==> src/rtl/core/owk_pkg.sv <==
// Package for the omni wheel kinematics PWM block: widths, register map,
// reset values and the configuration bundle shared by the core modules.
// No dependencies.
`timescale 1ns / 1ps
`default_nettype none

package owk_pkg;

  // Field widths
  localparam int VelW   = 16;   // signed Q7.8 velocity fields
  localparam int DutyW  = 16;   // PWM duty
  localparam int CfgW   = 24;   // widest configuration register
  localparam int IdxW   = 3;    // configuration register index

  // Datapath widths
  localparam int ProdW  = 33;   // d*wz and vx*sin60 in signed Q.24
  localparam int SumW   = 34;   // wheel sum in signed Q.24
  localparam int SpeedW = 50;   // wheel speed in signed Q.32
  localparam int MagW   = 49;   // speed magnitude
  localparam int TW     = 50;   // magnitude plus offset
  localparam int HalfW  = 25;   // split point of the duty multiply
  localparam int PartW  = 49;   // one partial product of the duty multiply
  localparam int QW     = 35;   // unsaturated duty

  // sin(60 deg) in unsigned Q0.16, rounded to nearest
  localparam logic [16:0] Sin60Q16 = 17'd56756;

  // Latency from accepted command to result strobe
  localparam int Latency = 8;

  // Configuration register map
  typedef enum logic [IdxW-1:0] {
    RegCenterDistance = 3'd0,
    RegInverseRadius  = 3'd1,
    RegSpeedOffset    = 3'd2,
    RegPwmPerSpeed    = 3'd3,
    RegPwmFullScale   = 3'd4
  } cfg_reg_e;

  // Reset values
  localparam logic [15:0] CenterDistanceRst = 16'd23593;
  localparam logic [15:0] InverseRadiusRst  = 16'd2560;
  localparam logic [15:0] SpeedOffsetRst    = 16'd0;
  localparam logic [23:0] PwmPerSpeedRst    = 24'd536981;
  localparam logic [15:0] PwmFullScaleRst   = 16'd65025;

  // Settings each wheel lane needs
  typedef struct packed {
    logic [15:0] inverse_radius;
    logic [15:0] speed_offset;
    logic [23:0] pwm_per_speed;
    logic [15:0] pwm_full_scale;
  } wheel_cfg_t;

endpackage

`default_nettype wire

==> src/rtl/core/owk_wheel.sv <==
// One wheel lane: scales the wheel sum by 1/r, then maps the magnitude to a
// saturated PWM duty and a sign flag. Six register stages.
// Depends on owk_pkg.
`timescale 1ns / 1ps
`default_nettype none

module owk_wheel (
  input  wire logic                               clk_i,
  input  wire owk_pkg::wheel_cfg_t                cfg_i,
  input  wire logic signed [owk_pkg::SumW-1:0]    sum_i,
  output logic             [owk_pkg::DutyW-1:0]   duty_o,
  output logic                                    positive_o
);

  // Stage 1: wheel speed
  logic signed [owk_pkg::SpeedW-1:0] speed_q;

  // Stage 2: magnitude and flags
  logic [owk_pkg::MagW-1:0] mag_q;
  logic                     nz_q [2:5];
  logic                     pos_q [2:5];

  // Stage 3: magnitude plus offset
  logic [owk_pkg::TW-1:0] t_q;

  // Stage 4: partial products
  logic [owk_pkg::PartW-1:0] ph_q;
  logic [owk_pkg::PartW-1:0] pl_q;

  // Stage 5: unsaturated duty
  logic [owk_pkg::QW-1:0] q_q;

  // Stage 6: output register
  logic [owk_pkg::DutyW-1:0] duty_q;
  logic                      pos_out_q;

  logic signed [owk_pkg::SpeedW-1:0] neg_speed;
  logic [owk_pkg::PartW:0]           hi_sum;

  assign neg_speed = -speed_q;
  assign hi_sum    = (owk_pkg::PartW+1)'(ph_q)
                   + (owk_pkg::PartW+1)'(pl_q[owk_pkg::PartW-1:owk_pkg::HalfW]);

  // Datapath registers run freely; the top level tracks validity
  always_ff @(posedge clk_i) begin
    // scale by 1/r (Q8.8)
    speed_q <= sum_i * $signed({1'b0, cfg_i.inverse_radius});

    // take the magnitude and the sign
    mag_q    <= speed_q[owk_pkg::SpeedW-1] ? neg_speed[owk_pkg::MagW-1:0]
                                           : speed_q[owk_pkg::MagW-1:0];
    nz_q[2]  <= (speed_q != '0);
    pos_q[2] <= !speed_q[owk_pkg::SpeedW-1] && (speed_q != '0);

    // add the offset, aligned to Q.32
    t_q      <= owk_pkg::TW'(mag_q) + {10'b0, cfg_i.speed_offset, 24'b0};
    nz_q[3]  <= nz_q[2];
    pos_q[3] <= pos_q[2];

    // split the gain multiply into two halves
    ph_q     <= t_q[owk_pkg::TW-1:owk_pkg::HalfW] * cfg_i.pwm_per_speed;
    pl_q     <= t_q[owk_pkg::HalfW-1:0] * cfg_i.pwm_per_speed;
    nz_q[4]  <= nz_q[3];
    pos_q[4] <= pos_q[3];

    // merge the halves and drop 40 fraction bits
    q_q      <= hi_sum[owk_pkg::PartW:15];
    nz_q[5]  <= nz_q[4];
    pos_q[5] <= pos_q[4];

    // saturate; a zero speed gives zero duty
    if (!nz_q[5]) begin
      duty_q <= '0;
    end else if (q_q > owk_pkg::QW'(cfg_i.pwm_full_scale)) begin
      duty_q <= cfg_i.pwm_full_scale;
    end else begin
      duty_q <= q_q[owk_pkg::DutyW-1:0];
    end
    pos_out_q <= pos_q[5];
  end

  assign duty_o     = duty_q;
  assign positive_o = pos_out_q;

endmodule

`default_nettype wire

==> config.mk <==
export PLATFORM = sky130hd
export DESIGN_NAME = owk_wheel
export DESIGN_NICKNAME = d
export VERILOG_FILES = /design/src/rtl/core/owk_pkg.sv /design/src/rtl/core/owk_wheel.sv
export SDC_FILE = /design/constraint.sdc
export NUM_CORES = 2
export LEC_CHECK = 0
export BUFFER_PORTS_ARGS = -buffer_cell sky130_fd_sc_hd__buf_2
export CORE_MARGIN = 2
export CORE_UTILIZATION = 60
export DETAILED_ROUTE_END_ITERATION = 8
export PLACE_DENSITY_LB_ADDON = 0.1
export SLEW_MARGIN = 20
export SYNTH_ARGS = -nofsm -noshare
export SYNTH_HDL_FRONTEND = slang
export SYNTH_SLANG_ARGS = --single-unit
export TNS_END_PERCENT = 50
==> constraint.sdc <==
create_clock -name clk_i -period 17.7 [get_ports clk_i]
set_clock_uncertainty 0.1 [all_clocks]
set_input_delay 0.885 -clock clk_i [delete_from_list [all_inputs] [get_ports clk_i]]
set_output_delay 0.885 -clock clk_i [all_outputs]
set_load 0.05 [all_outputs]
### Yosys cells after proc, flatten, opt, wreduce, memory -nomap -nowiden

Memories as Yosys holds them, arrays and structs flattened. A register that Yosys moved wholly into a read port is not among the register bits.
Index checks and enable logic that the tools add are counted.

* input bits: 107
* memories: 2
* register bits: 298
* output and inout bits: 17
* bits in writable memories: 8
* word-level logic and storage cells: 21

Memories
* nz_q: depth 4, bits a word 1, read ports 4, clocked after memory_dff 0, wr ports 4, RTL line owk_wheel.sv:20 `logic nz_q [2:5];`
* pos_q: depth 4, bits a word 1, read ports 4, clocked after memory_dff 1, wr ports 4, RTL line owk_wheel.sv:21 `logic pos_q [2:5];`

* reduce and logical (&&, ||, !) cells: 3
* $lt $le $gt $ge: 1
* add/sub/neg operators: 3
* multipliers: 3
* mux-type cells: 2

Operator list (number)
* $mul A25 B24 Y49: 2
* $add A49 B24 Y50: 1
* $add A49 B40 Y50: 1
* $mul A34 B17 Y50: 1
* $reduce_bool A50 Y1: 1
* $mux W49: 1
* $neg A49 Y49: 1
* $gt A35 B16 Y1: 1
* $mux W16: 1
* $logic_and A1 B1 Y1: 1
* $logic_not A1 Y1: 1

### Depth between registers and ports, before layout

* word-level depth: 2
* mapped depth: 30
* gate-level depth less buffers: 27

### Least setup slack after synthesis

No wires, ideal clock.

* kind: input to register
* start: input port cfg_i[19] (netlist bit)
* end: register ph_q[47] (netlist bit)
* setup slack: 10.030 ns
* cell stages on the path: 27
* arrival: 7.444 ns
* data required time: 17.473 ns
* cells stage by stage: clkbuf_1 clkbuf_1 nand2_1 fa_1 inv_1 fa_1 inv_1 fa_1 fa_1 inv_1 fa_1 fa_1 inv_1 fa_1 inv_1 ha_1 a21oi_1 o221ai_1 a21o_1 a211o_1 and4b_1 o32ai_1 a221oi_1 o21ai_0 nand3_1 o21ai_0 xor2_1

* longest elaborated chain between the ends: 1

Ends and longest elaborated chain
* start: declaration: RTL line owk_wheel.sv:9 `input wire owk_pkg::wheel_cfg_t cfg_i,`
* $mul A25 B24 Y49: RTL line owk_wheel.sv:61 `ph_q <= t_q[owk_pkg::TW-1:owk_pkg::HalfW] * cfg_i.pwm_per_speed;`
* end signal: assignment: RTL line owk_wheel.sv:61
* end: declaration: RTL line owk_wheel.sv:27 `logic [owk_pkg::PartW-1:0] ph_q;`

No other way between the ends.
A chain may end at the register's enable or synchronous reset.

### Final worst setup path

* start: input port cfg_i[20] (netlist bit)
* end: register ph_q[47] (netlist bit)

The elaborated chain is that of the path after synthesis.

==> run_results.csv <==
group,metric,value,unit
route,first_pass_iters,6,
cts,tritoncts,"yes",
synthesis,netlist_area,65900,um^2
global_route,overflow,0,
global_route,grt_pass1_wl,274000,um
cts,clock-sinks,282,
timing,fin_crit,8290,ps
placed_design,portBuffers,123,
synthesis,synth-seq-area-share,0.0856,
placed_design,dp_slack,8860,ps
cts,insertion_delay,580,ps
global_route,grt_pass1_vias,51100,
placed_design,dp_hpwl,126000,um
global_route,antenna_found_initial,14,
worst_setup_path,endpoint_kind,"flip-flop",
floorplanning,initial_core_util,0.605,
synthesis,synthTopCellsByArea,"fa_1, ha_1, inv_1, dfxtp_1, and2_1",
final_layout,syn2layout_area_growth,4.47,%
global_route,grt_max_degree,52,
floorplanning,rows,121,
timing,slew_headroom,0.290,
worst_setup_path,crit_fanout,50,
floorplanning,fp.dieH,336,um
cts,cts.clk_slew.worst_paths,50,ps
global_route,grt_usage,0.313,
synthesis,synth_cells,7216,
cts,cts_buffers,34,
worst_setup_path,crit_arrival,8690,ps
placed_design,place.gp.congestion,0.916,
synthesis,yosysTopAreaCell,"fa_1",
timing,worstMarginPinSlew,1060,ps
synthesis,syn-num-nets,9363,
timing,hold_violations,0,
synthesis,syn_avg_cell_area,9.14,um^2
final_layout,drive_above_1_share,0.0389,
final_layout,final_common_cell,"inv_1",
final_layout,final_cell_mix,"inv_1, fa_1, nand2_1",
synthesis,yosys.area.top_type_share,0.461,
synthesis,synthArstFlopShare,0,
timing,setup_viol,0,
cts,hold_buffers,0,
worst_setup_path,path_class,"input pin to flip-flop",
timing,rsz0062_at_grt,"no",
synthesis,synth-main-ff-cell,"dfxtp_1",
route,drc,0,
timing,timing.final.ws_setup,9410,ps
floorplanning,core_area,109000,um^2
route,drt-total-wl,168000,um
floorplanning,die-area,113000,um^2
flow_run,maxCapViolations,0,
timing,finalSetupTns,0,ps
route,vias_per_cell,5.52,
worst_setup_path,worstSetupStartpointType,"input pin",
floorplanning,io-pin-count,124,
cts,htreeDepth,2,
route,drt_iter0_drc,2888,
floorplanning,die_w,336,um
synthesis,synth_edf_count,0,
cts,cts_setup_buffers,0,
timing,final_min_period_over_clock_period,0.468,
worst_hold_path,hp-class,"flip-flop to flip-flop",
cts,clock_path_buffers,3,
worst_setup_path,critPathRequiredTime,18100,ps
timing,report.final.slew_viol_count,0,
route,vias,47200,
synthesis,ys_types,66,
route,detail-route-antenna-nets,0,
final_layout,layout.nets,9261,
synthesis,synth-seq-cells,282,
worst_setup_path,reg2reg_slack,9450,ps
status,status,"completed",
route,routedWlPerCell,19.6,um
cts,cts_resized,0,
cts,cts_root_buf,"clkbuf_16",
synthesis,yosysWarnings,0,
timing,fmax,121,MHz
==> cell usage after synthesis (all sizes together) (5+ instances only) <==
cell type  number
a211o           5
a211oi         11
a21boi          6
a21o           73
a21oi         128
a221oi          7
a31o            5
a31oi          11
and2          824
and3           20
and4            9
clkbuf        336
dfxtp         282
fa           1520
ha            520
inv          1728
mux2i          16
nand2        1020
nand2b         29
nand3          41
nand4          26
nor2           83
nor2b          37
nor3           21
nor4           11
o211ai          7
o21a           24
o21ai          89
o21bai         14
o31ai          18
o41ai          10
or2             5
or3            12
or4             7
xnor2         168
xor2           47
==> worst max-delay path: stages <==
cell	delay, ps
buf_2	80
buf_4	620
nand2_1	170
fa_1	540
inv_1	50
fa_1	470
inv_1	60
fa_1	540
inv_1	60
fa_1	490
inv_1	50
fa_1	530
inv_1	50
fa_1	500
inv_1	60
fa_1	470
inv_1	40
ha_1	410
o2111ai_1	150
nor3_1	130
o21ai_0	320
and4b_1	400
o32ai_1	540
a221oi_1	250
o21ai_0	310
nand3_1	140
o21ai_0	200
xor2_1	150
==> layer usage <==
layer  share of wire  vias up  GRT usage
met4           0.040       18      0.115
li1                -    20800          -
met1            0.40    24200      0.412
met3           0.076      376     0.0532
met2            0.48     1771      0.521
met5         0.00065        -          0
==> cell families (layout without fill, tap and decap cells) <==
family,after synthesis,in the layout,synth area share
AND/OR/NAND/NOR,2152,2152,0.162
buffers and inverters,2068,1990,0.118
adder cells (fa/ha/maj),2040,2040,0.560
AO/OA/AOI/OAI,443,443,0.0435
flip-flops,282,282,0.0856
XOR/XNOR,215,215,0.0286
multiplexers,16,16,0.00243
other,0,2,0
==> final timing paths <==
check	cells past startpoint	endpoint	from
hold / removal	0	t_q[9]$_DFF_P_	mag_q[9]$_DFF_P_
hold reg to reg	0	t_q[9]$_DFF_P_	mag_q[9]$_DFF_P_
setup reg to reg	27	ph_q[47]$_DFF_P_	t_q[38]$_DFF_P_
setup / recovery	28	ph_q[47]$_DFF_P_	cfg_i[20]
==> state kept, by name, indices dropped and copies added (netlist names), 4 cells and up <==
name     cells
nz_q         4
q_q         35
duty_o      16
t_q         50
speed_q     50
mag_q       49
ph_q        49
pos_q        4
pl_q        24
==> layout make-up <==
class	count	area [um^2]
multi-input cells	4866	52500
fillers	9432	40100
inverters	1728	6490
flip-flops and latches	282	5650
well taps	1414	1770
repair buffers	202	1210
clock buffers	45	972
clock inverters	15	258
diodes	2	5.00
==> per-stage QoR <==
step	utilization	hold slack, ps	std cells	area, um^2
6_report	0.632	225	8554	68900
3_5_place_dp	0.621	212	8492	67700
5_1_grt	0.632	228	8552	68900
4_1_cts	0.632	223	8552	68900
2_1_floorplan	-	210	7216	65900
3_3_place_gp	0.621	212	8492	67700
Power is left out: the tool's default activity adds up to more than one toggle a clock period on the data nets, which glitch-free logic cannot reach.
